### config.mk
export PLATFORM = sky130hd
export DESIGN_NAME = bank_switch_mapper_with_irq_counter_unit
export DESIGN_NICKNAME = d
export VERILOG_FILES = /design/src/rtl/bsm_pkg.sv /design/src/rtl/bsm_prg_xlat.sv /design/src/rtl/bsm_chr_xlat.sv /design/src/rtl/bsm_irq_step.sv /design/src/rtl/bank_switch_mapper_with_irq_counter_unit.sv
export SDC_FILE = /design/constraint.sdc
export NUM_CORES = 1
export LEC_CHECK = 0
export BUFFER_PORTS_ARGS = -buffer_cell sky130_fd_sc_hd__buf_2
export CELL_PAD_IN_SITES_DETAIL_PLACEMENT = 0
export CELL_PAD_IN_SITES_GLOBAL_PLACEMENT = 1
export CORE_UTILIZATION = 40
export DETAILED_ROUTE_END_ITERATION = 10
export PLACE_DENSITY = 0.67
export SYNTH_ARGS = -nofsm -noshare
export SYNTH_HDL_FRONTEND = slang
export SYNTH_SLANG_ARGS = --single-unit
### constraint.sdc
create_clock -name clk -period 9.5 [get_ports clk]
set_input_delay 2.85 -clock clk [delete_from_list [all_inputs] [get_ports clk]]
set_output_delay 2.85 -clock clk [all_outputs]
set_load 0.05 [all_outputs]
### src/rtl/bsm_pkg.sv
package bsm_pkg;

  typedef enum logic [2:0] {
    CMD_WRITE = 3'd0,
    CMD_READ  = 3'd1,
    CMD_PRG   = 3'd2,
    CMD_CHR   = 3'd3,
    CMD_TICK  = 3'd4
  } cmd_t;

  typedef enum logic [2:0] {
    KIND_PRG_ROM  = 3'd0,
    KIND_WRAM     = 3'd1,
    KIND_CHR_ROM  = 3'd2,
    KIND_CHR_RAM  = 3'd3,
    KIND_UNMAPPED = 3'd4
  } kind_t;

  localparam logic [1:0] CFG_PRG_MASK = 2'd0;
  localparam logic [1:0] CFG_CHR_MASK = 2'd1;
  localparam logic [1:0] CFG_CHR_RAM  = 2'd2;

  localparam int CHR_SLOTS = 8;

  typedef struct packed {
    logic [2:0] prg_layout;
    logic [1:0] chr_layout;
    logic       rom_at_6000;
    logic       chr_slot_mirror;
    logic       chr_block_on;
    logic [2:0] chr_outer_block;
  } map_mode_t;

  typedef struct packed {
    logic [10:0] page;
    logic [2:0]  kind;
  } xlat_t;

  function automatic logic [6:0] reverse7(input logic [6:0] v);
    logic [6:0] r;
    for (int i = 0; i < 7; i++) r[6-i] = v[i];
    return r;
  endfunction

endpackage

### src/rtl/bsm_prg_xlat.sv
module bsm_prg_xlat (
  input  logic [15:0]        addr,
  input  logic [6:0]         bank0,
  input  logic [6:0]         bank1,
  input  logic [6:0]         bank2,
  input  logic [6:0]         bank3,
  input  bsm_pkg::map_mode_t mode,
  input  logic [8:0]         page_mask,
  output bsm_pkg::xlat_t     res
);
  import bsm_pkg::*;

  logic [6:0] r0, r1, r2, r3, last;
  logic [1:0] m, w;
  logic [8:0] p;

  always_comb begin
    m  = mode.prg_layout[1:0];
    r0 = (m == 2'd3) ? reverse7(bank0) : bank0;
    r1 = (m == 2'd3) ? reverse7(bank1) : bank1;
    r2 = (m == 2'd3) ? reverse7(bank2) : bank2;
    r3 = (m == 2'd3) ? reverse7(bank3) : bank3;
    w  = addr[14:13];
    p  = '0;
    last = r3;
    res.page = '0;
    res.kind = KIND_PRG_ROM;
    if (addr < 16'h6000) begin
      res.kind = KIND_UNMAPPED;
    end else if (addr < 16'h8000) begin
      if (!mode.rom_at_6000) begin
        res.kind = KIND_WRAM;
      end else begin
        case (m)
          2'd0: p = {r3, 2'b11};
          2'd1: p = {1'b0, r3, 1'b1};
          default: p = {2'b00, r3};
        endcase
        res.page = {2'b00, p & page_mask};
      end
    end else begin
      case (m)
        2'd0: begin
          last = mode.prg_layout[2] ? r3 : 7'h0F;
          p = {last, w};
        end
        2'd1: begin
          last = mode.prg_layout[2] ? r3 : 7'h1F;
          p = w[1] ? {1'b0, last, w[0]} : {1'b0, r1, w[0]};
        end
        default: begin
          last = mode.prg_layout[2] ? r3 : 7'h3F;
          case (w)
            2'd0: p = {2'b00, r0};
            2'd1: p = {2'b00, r1};
            2'd2: p = {2'b00, r2};
            default: p = {2'b00, last};
          endcase
        end
      endcase
      res.page = {2'b00, p & page_mask};
    end
  end

endmodule

### src/rtl/bsm_chr_xlat.sv
module bsm_chr_xlat (
  input  logic [12:0]                     addr,
  input  logic [bsm_pkg::CHR_SLOTS*8-1:0] chr_low,
  input  logic [bsm_pkg::CHR_SLOTS*8-1:0] chr_high,
  input  bsm_pkg::map_mode_t              mode,
  input  logic [10:0]                     page_mask,
  input  logic                            is_ram,
  output bsm_pkg::xlat_t                  res
);
  import bsm_pkg::*;

  logic [2:0]  slot, idx;
  logic [15:0] reg_v;
  logic [15:0] p;
  logic [7:0]  lo;

  always_comb begin
    slot = addr[12:10];
    case (mode.chr_layout)
      2'd0: idx = 3'd0;
      2'd1: idx = {slot[2], 2'b00};
      2'd2: idx = {slot[2:1], 1'b0};
      default: idx = slot;
    endcase
    if (mode.chr_layout[1] && mode.chr_slot_mirror && idx[2:1] == 2'b01) idx[1] = 1'b0;
    lo = chr_low[idx*8 +: 8];
    if (mode.chr_block_on) begin
      case (mode.chr_layout)
        2'd0: reg_v = {8'd0, mode.chr_outer_block, lo[4:0]};
        2'd1: reg_v = {7'd0, mode.chr_outer_block, lo[5:0]};
        2'd2: reg_v = {6'd0, mode.chr_outer_block, lo[6:0]};
        default: reg_v = {5'd0, mode.chr_outer_block, lo};
      endcase
    end else begin
      reg_v = {chr_high[idx*8 +: 8], lo};
    end
    case (mode.chr_layout)
      2'd0: p = {reg_v[12:0], slot};
      2'd1: p = {reg_v[13:0], slot[1:0]};
      2'd2: p = {reg_v[14:0], slot[0]};
      default: p = reg_v;
    endcase
    if (is_ram) begin
      res.page = {8'd0, slot};
      res.kind = KIND_CHR_RAM;
    end else begin
      res.page = p[10:0] & page_mask;
      res.kind = KIND_CHR_ROM;
    end
  end

endmodule

### src/rtl/bsm_irq_step.sv
module bsm_irq_step (
  input  logic [7:0] ticks,
  input  logic [1:0] direction,
  input  logic       small_prescale,
  input  logic [7:0] prescaler,
  input  logic [7:0] count,
  output logic       active,
  output logic [7:0] prescaler_nxt,
  output logic [7:0] count_nxt,
  output logic       wrap
);
  logic [8:0] clocks;
  logic [8:0] sum;
  logic [9:0] cw;
  logic [7:0] pre;

  always_comb begin
    active = (ticks != 8'd0) && (direction == 2'd1 || direction == 2'd2);
    pre = small_prescale ? {5'd0, prescaler[2:0]} : prescaler;
    if (direction == 2'd2) sum = {1'b0, ticks} + {1'b0, ~pre & (small_prescale ? 8'h07 : 8'hFF)};
    else sum = {1'b0, ticks} + {1'b0, pre};
    clocks = small_prescale ? {3'd0, sum[8:3]} : {8'd0, sum[8]};
    if (direction == 2'd2) begin
      cw = {1'b0, clocks} + {2'b00, ~count};
      count_nxt = count - clocks[7:0];
      if (small_prescale) prescaler_nxt = {prescaler[7:3], pre[2:0] - ticks[2:0]};
      else prescaler_nxt = pre - ticks;
    end else begin
      cw = {1'b0, clocks} + {2'b00, count};
      count_nxt = count + clocks[7:0];
      if (small_prescale) prescaler_nxt = {prescaler[7:3], pre[2:0] + ticks[2:0]};
      else prescaler_nxt = pre + ticks;
    end
    wrap = (clocks != 9'd0) && (cw[9:8] != 2'b00);
  end

endmodule

### src/rtl/bank_switch_mapper_with_irq_counter_unit.sv
// Mapper core: one command beat per cycle, registered in, registered out.
// Path from input beat to result beat: input reg, then result reg.
// Throughput: one beat per cycle; the input stalls only while the result
// register holds a beat that the receiver is stalling.
// Reset (rst_n low, synchronous): all mapper state and config to power-up
// values, pipeline empty.
module bank_switch_mapper_with_irq_counter_unit (
  input  logic        clk,
  input  logic        rst_n,
  input  logic        in_valid,
  output logic        in_stall,
  input  logic [2:0]  in_cmd,
  input  logic [15:0] in_addr,
  input  logic [7:0]  in_data,
  input  logic [1:0]  in_event_source,
  input  logic [7:0]  in_event_count,
  output logic        out_valid,
  input  logic        out_stall,
  output logic [7:0]  out_read_data,
  output logic [10:0] out_page,
  output logic [2:0]  out_page_kind,
  output logic [1:0]  out_mirroring,
  output logic        out_irq,
  input  logic        cfg_valid,
  output logic        cfg_ready,
  input  logic [1:0]  cfg_index,
  input  logic [10:0] cfg_data
);
  import bsm_pkg::*;

  logic        v_r;
  logic [2:0]  cmd_r;
  logic [15:0] addr_r;
  logic [7:0]  data_r, cnt_r;
  logic [1:0]  src_r;

  logic [8:0]  prg_mask_r;
  logic [10:0] chr_mask_r;
  logic        chr_ram_r;

  logic [6:0]  prg_bank_r [4];
  logic [CHR_SLOTS*8-1:0] chr_low_r, chr_high_r;
  map_mode_t   mode_r;
  logic [1:0]  mirror_r;
  logic        irq_en_r, irq_pend_r, small_pre_r;
  logic [1:0]  irq_src_r, irq_dir_r;
  logic [7:0]  pre_r, count_r, xor_r, mul_a_r, mul_b_r, scratch_r;

  logic        ov_r;
  logic [7:0]  rd_r;
  logic [10:0] page_r;
  logic [2:0]  kind_r;

  logic        adv;
  xlat_t       prg_res, chr_res;
  logic        t_act, t_wrap;
  logic [7:0]  t_pre, t_cnt;
  logic [15:0] prod;
  logic [7:0]  rd_nxt;
  logic [10:0] page_nxt;
  logic [2:0]  kind_nxt;
  logic        do_tick;

  assign adv       = !ov_r || !out_stall;
  assign in_stall  = !adv;
  assign cfg_ready = 1'b1;
  assign out_valid = ov_r;
  assign out_read_data = rd_r;
  assign out_page      = page_r;
  assign out_page_kind = kind_r;
  assign out_mirroring = mirror_r;
  assign out_irq       = irq_pend_r;

  bsm_prg_xlat u_prg (
    .addr(addr_r), .bank0(prg_bank_r[0]), .bank1(prg_bank_r[1]),
    .bank2(prg_bank_r[2]), .bank3(prg_bank_r[3]), .mode(mode_r),
    .page_mask(prg_mask_r), .res(prg_res)
  );

  bsm_chr_xlat u_chr (
    .addr(addr_r[12:0]), .chr_low(chr_low_r), .chr_high(chr_high_r),
    .mode(mode_r), .page_mask(chr_mask_r), .is_ram(chr_ram_r), .res(chr_res)
  );

  bsm_irq_step u_irq (
    .ticks(cnt_r), .direction(irq_dir_r), .small_prescale(small_pre_r),
    .prescaler(pre_r), .count(count_r), .active(t_act),
    .prescaler_nxt(t_pre), .count_nxt(t_cnt), .wrap(t_wrap)
  );

  assign prod    = {8'd0, mul_a_r} * {8'd0, mul_b_r};
  assign do_tick = v_r && adv && cmd_r == CMD_TICK && src_r == irq_src_r && t_act;

  always_comb begin
    rd_nxt = '0;
    page_nxt = '0;
    kind_nxt = KIND_UNMAPPED;
    case (cmd_r)
      CMD_READ: begin
        case ({addr_r[15:11], addr_r[1:0]})
          7'b0101_0_00: rd_nxt = 8'd0;
          7'b0101_1_00: rd_nxt = prod[7:0];
          7'b0101_1_01: rd_nxt = prod[15:8];
          7'b0101_1_11: rd_nxt = scratch_r;
          default: rd_nxt = addr_r[15:8];
        endcase
      end
      CMD_PRG: begin
        page_nxt = prg_res.page;
        kind_nxt = prg_res.kind;
      end
      CMD_CHR: begin
        page_nxt = chr_res.page;
        kind_nxt = chr_res.kind;
      end
      default: ;
    endcase
  end

  always_ff @(posedge clk) begin
    if (!rst_n) begin
      v_r <= 1'b0;
      ov_r <= 1'b0;
      prg_mask_r <= 9'h1FF;
      chr_mask_r <= 11'h7FF;
      chr_ram_r <= 1'b0;
      for (int i = 0; i < 4; i++) prg_bank_r[i] <= '0;
      chr_low_r <= '0;
      chr_high_r <= '0;
      mode_r <= '0;
      mirror_r <= '0;
      irq_en_r <= 1'b0;
      irq_pend_r <= 1'b0;
      small_pre_r <= 1'b0;
      irq_src_r <= '0;
      irq_dir_r <= '0;
      pre_r <= '0;
      count_r <= '0;
      xor_r <= '0;
      mul_a_r <= '0;
      mul_b_r <= '0;
      scratch_r <= '0;
    end else begin
      if (cfg_valid) begin
        case (cfg_index)
          CFG_PRG_MASK: prg_mask_r <= cfg_data[8:0];
          CFG_CHR_MASK: chr_mask_r <= cfg_data;
          CFG_CHR_RAM:  chr_ram_r <= cfg_data[0];
          default: ;
        endcase
      end
      if (adv) begin
        v_r <= in_valid;
        ov_r <= v_r;
      end
      if (do_tick) begin
        pre_r <= t_pre;
        count_r <= t_cnt;
        if (t_wrap && irq_en_r) irq_pend_r <= 1'b1;
      end
      if (v_r && adv && cmd_r == CMD_WRITE) begin
        if (addr_r[15:11] == 5'b01011) begin
          case (addr_r[1:0])
            2'd0: mul_a_r <= data_r;
            2'd1: mul_b_r <= data_r;
            2'd3: scratch_r <= data_r;
            default: ;
          endcase
        end
        // bank registers decode A11-A3 as zero; IRQ and mode registers ignore them
        case (addr_r[15:12])
          4'h8: if (addr_r[11:3] == 9'd0) prg_bank_r[addr_r[1:0]] <= data_r[6:0];
          4'h9: if (addr_r[11:3] == 9'd0) chr_low_r[addr_r[2:0]*8 +: 8] <= data_r;
          4'hA: if (addr_r[11:3] == 9'd0) chr_high_r[addr_r[2:0]*8 +: 8] <= data_r;
          4'hC: begin
            case (addr_r[2:0])
              3'd0: begin
                irq_en_r <= data_r[0];
                if (!data_r[0]) irq_pend_r <= 1'b0;
              end
              3'd1: begin
                irq_dir_r <= data_r[7:6];
                small_pre_r <= data_r[2];
                irq_src_r <= data_r[1:0];
              end
              3'd2: begin
                irq_en_r <= 1'b0;
                irq_pend_r <= 1'b0;
              end
              3'd3: irq_en_r <= 1'b1;
              3'd4: pre_r <= data_r ^ xor_r;
              3'd5: count_r <= data_r ^ xor_r;
              3'd6: xor_r <= data_r;
              default: ;
            endcase
          end
          4'hD: begin
            case (addr_r[2:0])
              3'd0: begin
                mode_r.prg_layout <= data_r[2:0];
                mode_r.chr_layout <= data_r[4:3];
                mode_r.rom_at_6000 <= data_r[7];
              end
              3'd1: mirror_r <= data_r[1:0];
              3'd3: begin
                mode_r.chr_slot_mirror <= data_r[7];
                mode_r.chr_block_on <= !data_r[5];
                mode_r.chr_outer_block <= {data_r[4:3], data_r[0]};
              end
              default: ;
            endcase
          end
          default: ;
        endcase
      end
    end
  end

  always_ff @(posedge clk) begin
    if (adv) begin
      cmd_r  <= in_cmd;
      addr_r <= in_addr;
      data_r <= in_data;
      src_r  <= in_event_source;
      cnt_r  <= in_event_count;
      rd_r   <= rd_nxt;
      page_r <= page_nxt;
      kind_r <= kind_nxt;
    end
  end

endmodule

* Word level (Yosys, flattened, before mapping)
Memories as Yosys holds them, arrays and structs flattened.
Index checks and enable logic that the tools add are counted.
Widths: inputs -> output; s select.
** Cells by class
- Equality and inequality tests :: 34
- Bitwise gates (word level) :: 7
- $lt $le $gt $ge :: 2
- Mux-type cells :: 66
- $mul :: 1
- Shift operators :: 4
- Add/subtract/negate cells :: 11
- Reductions and logical operators :: 43
** Operators by type and width (count)
- $bwmux 64 :: 2
- $mux 8 :: 15
- $mux 9 :: 9
- $pmux 11 s3 :: 2
- $shift 8x34->64 const A :: 1
- $shiftx 64x7->3 :: 1
- $shiftx 64x7->8 :: 1
- $shiftx 8x34->64 :: 1
- $mux 7 :: 8
- $pmux 9 s2 :: 2
- $neg 6->34 :: 1
- $reduce_and 3->1 :: 11
- $pmux 8 s4 :: 1
- $eq 7x6->1 const B :: 4
- $pmux 11 s2 :: 1
- $pmux 7 s3 :: 1
- $add 9x8->10 :: 2
- $eq 4x4->1 const B :: 5
- $add 8x8->9 :: 2
- $and 9x9->9 :: 2
- $add 8x8->8 :: 2
- $lt 16x15->1 const B :: 1
- $lt 16x16->1 const B :: 1
- $mul 8x8->16 :: 1
- other kinds (37) :: 91
** Word-level totals
- Bits of input ports :: 55
- Flip-flop bits (word level) :: 278
- Memories kept :: 1
- Logic and storage cells :: 202
- RAM bits :: 28
** Memories
- prg_bank_r :: depth 4, bits a word 7, read ports 4, clocked after Yosys merged registers in 0, wr ports 4, RTL line bank_switch_mapper_with_irq_counter_unit.sv:41 : logic [6:0] prg_bank_r [4];

* Longest topological paths before layout
- Word-level depth :: 17
- Depth in mapped cells :: 26

* Hierarchy
Synthesis repeated with hierarchy kept, for this count alone.
** Unflattened totals
- Cell total of the unflattened synthesis :: 2010
- Area total of the unflattened synthesis :: 18271.3 um^2
** By module, submodules not included
- bank_switch_mapper_with_irq_counter_unit :: seq. area each 6996.7 um^2, times used 1, cells an instance 1358, area an instance 13744.4 um^2
- bsm_irq_step :: seq. area each 0.0 um^2, times used 1, cells an instance 250, area an instance 1833.0 um^2
- bsm_chr_xlat :: seq. area each 0.0 um^2, times used 1, cells an instance 233, area an instance 1626.6 um^2
- bsm_prg_xlat :: seq. area each 0.0 um^2, times used 1, cells an instance 169, area an instance 1067.3 um^2

* Least setup slack after synthesis
Ideal clock, no wire load.
- Kind :: input -> output
- Start point :: input out_stall
- End point :: output in_stall
- Cell stages on the path :: 2
- Arrival time :: 4.848 ns
- Path slack :: 1.802 ns
- Cell sequence :: nand2_1 inv_1
** On the way
- Longest elaborated chain between the ends :: 3
** RTL lines
- start: declaration :: RTL line bank_switch_mapper_with_irq_counter_unit.sv:18 : input logic out_stall,
- $logic_not 1->1 :: RTL line bank_switch_mapper_with_irq_counter_unit.sv:64 : assign adv = !ov_r || !out_stall;
- $logic_or 1x1->1 :: RTL line bank_switch_mapper_with_irq_counter_unit.sv:64
- $logic_not 1->1 :: RTL line bank_switch_mapper_with_irq_counter_unit.sv:65 : assign in_stall = !adv;
- end: declaration :: RTL line bank_switch_mapper_with_irq_counter_unit.sv:11 : output logic in_stall,
No other way between the ends.

* Worst setup path after layout
Ends and elaborated chain as after synthesis.

==> impl_metrics.json <==
{
  "status": "complete, no violations",
  "grt_start_max_net_pins": 81,
  "synth.most_common_cell": "nand2_1",
  "via_per_inst": 5.35,
  "post_cts_resized": 0,
  "clockPowerShare_pct": 47.7,
  "nets": 1954,
  "insertion_delay_ns": 0.54,
  "place_ws_ns": 3.19,
  "critPathLaunchType": "input port",
  "rsz0062_at_grt": "false",
  "clkSlewWorstSetupHoldPaths_ns": 0.06,
  "required_ns": 6.65,
  "skew_ns": 0.0156,
  "numCtsBuffers": 34,
  "crit_path_end_kind": "primary output",
  "drv_cap": 0,
  "grt_overflow_total": 0,
  "grt_pass1_wl_um": 71500,
  "grt_use_total_pct": 22.1,
  "grt_pass1_vias": 12400,
  "max_freq_mhz": 159,
  "max_stage_delay_ns": 0.28,
  "intPower_w": 0.00204,
  "finalSetupViolations": 0,
  "clockBufferDepth": 3,
  "ys_seq_area_share_pct": 37.4,
  "rows": 74,
  "globalplace.congestion": 0.855,
  "yosys-top-cells-count": "nand2_1 (199), dfxtp_1 (179), mux2i_1 (127), nor2b_1 (127), inv_1 (100)",
  "power_density_mw_per_mm2": 147,
  "routed_wl_um": 45800,
  "core_area_mm2": 0.0408,
  "path_class": "input port to primary output",
  "async_reset_ff_share_pct": 0,
  "die_area_mm2": 0.0422,
  "p_leak_nw": 7.72,
  "hpwl_um": 33000,
  "hold_path.class": "register to register",
  "critPathSlowestCell": "buf_2",
  "drt-wirelength-per-cell_um": 19.6,
  "floorplan.initialDensity_pct": 40.5,
  "p_sw_w": 0.000676,
  "path_cells": "buf_2 -> nand2_4 -> inv_1 -> buf_2",
  "peakVddDrop_mv": 0.124,
  "synth_ff_type": "dfxtp_1",
  "h-tree-depth": 2,
  "slew_headroom_pct": 25.4,
  "synth.area.top_cells": "dfxtp_1 (22%), edfxtp_1 (16%), mux2i_1 (7.7%)",
  "worst_pin_slew_ns": 1.11,
  "layout_min_cycle_time_ns": 6.30,
  "drtIter0Drc": 738,
  "slew_violations": 0,
  "post-synth-top-area-fraction_pct": 21.6,
  "ant_nets": 0,
  "dr_total_vias": 12500,
  "yosys.area.top_type": "dfxtp_1",
  "ys_ff_latch": 266,
  "netlist_area_mm2": 0.0166,
  "antenna_found_initial": 0,
  "clock_sinks": 266,
  "fin_cells": 2340,
  "fin_crit_sh_pct": 66.3,
  "fin_ws_ns": 3.20,
  "postCtsSetupBuffers": 0,
  "drt-pass1-iter-count": 5,
  "avgSynthCellArea_um2": 9.50,
  "synth_edf_count": 87,
  "power_frac_seq_pct": 45.6,
  "ios": 83,
  "io_buffer_count": 81,
  "synth.distinct_cells": 89,
  "root_buffer": "clkbuf_16",
  "swShare_pct": 24.9,
  "fill_cells": 3955,
  "layout-drive-gt1-share_pct": 11.4,
  "dieWidth_um": 205,
  "cp_max_fo": 3,
  "die_h_um": 205,
  "syn_inst": 1743,
  "synth_warnings": 0,
  "path_common_cell": "buf_2",
  "cts_tree": "done",
  "combPwrFrac_pct": 6.7,
  "finalSetupTns_ns": 0,
  "syn_to_final_growth_pct": 11.7,
  "drc": 0,
  "placed_cells": 2277,
  "postCtsHoldBufs": 0,
  "hold_viol_final": 0,
  "synth.net_count": 1916,
  "cp.arrival_ns": 3.45
}
[power groups by stage]
stage          clock network (W)  registers, W  logic (W)
2_1_floorplan                  0       0.00126   0.000105
3_3_place_gp                   0       0.00126   0.000181
3_5_place_dp                   0       0.00126   0.000181
4_1_cts                  0.00133       0.00124   0.000182
5_1_grt                  0.00137       0.00124   0.000196
6_report                 0.00130       0.00124   0.000181
[registers in the layout, indices dropped and copies added (netlist names), 9 cells and up]
register / cells
prg_bank_r: 28
prg_mask_r: 9
chr_low_r: 64
chr_high_r: 24
mode_r: 11
addr_r: 16
out_page: 11
chr_mask_r: 11
[cell usage in the layout (no fill, tap or decap), types with 19 or more instances in the layout]
master     count
a21boi_0      38
a21oi_1       66
and2_1        79
and3_1        30
buf_2         80
buf_4         19
clkbuf_16     35
dfxtp_1      179
edfxtp_1      87
fa_1          39
ha_1          79
inv_1        100
mux2i_1      127
mux4_2        27
nand2_1      198
nand3_1       76
nor2_1        70
nor2b_1      127
o21ai_0       50
xnor2_1       34
[path summary, 6_finish.rpt]
| kind | slack (ns) | from | end | cells past startpoint |
|---|---|---|---|---|
| min | 0.46 | chr_high_r[26] | chr_high_r[26] | 2 |
| max reg2reg | 4.46 | irq_dir_r[0] | count_r[7] | 23 |
| max | 3.20 | out_stall | in_stall | 4 |
| min reg2reg | 0.46 | chr_high_r[26] | chr_high_r[26] | 2 |
[cell type report]
| class | count | area [µm²] | area share, % |
|---|---|---|---|
| antenna | 1 | 2.50 | 0.0135 |
| clock buffer | 53 | 993 | 5.37 |
| clock inverter | 9 | 119 | 0.643 |
| inverter | 102 | 383 | 2.07 |
| multi-input combinational | 1278 | 9590 | 51.9 |
| sequential | 266 | 6200 | 33.5 |
| tap | 532 | 666 | 3.60 |
| timing repair buffer | 99 | 543 | 2.94 |
[cells by family after synthesis]
| group | after synthesis | synth area share [%] |
|---|---|---|
| xor+xnor | 52 | 2.80 |
| fa+ha+maj | 118 | 10.7 |
| buf+inv | 199 | 4.67 |
| compound gates | 277 | 11.3 |
| other cells | 1 | 0.0227 |
| flops | 266 | 37.4 |
| mux | 166 | 12.2 |
| simple gates | 664 | 20.9 |
[metal layers]
layer / global-route usage (%) / vias to the layer above / share of wire, %
li1: - / 6161 / -
met1: 30.9 / 6038 / 48
met2: 35.1 / 261 / 45
met3: 3.60 / 66 / 4.6
met4: 6.40 / 0 / 2.4
met5: 0 / - / 0
[worst max-delay path: cells and delay by family]
family	cells	cell delay (ns)
buffers and inverters	3	0.51
AND/OR/NAND/NOR	1	0.07
[per-stage QoR]
stage                     util [%]  hold WS [ns]  total power (W)  area [µm²]
final                         45.3         0.464          0.00271       18500
after global routing          45.3         0.485          0.00281       18500
after CTS                     45.3         0.469          0.00275       18500
after detailed placement      42.6         0.458          0.00144       17400
after global placement        42.6         0.447          0.00144       17400
after floorplan                  -         0.432          0.00136       16600
Note: power is estimated with default switching activity, not from simulation.
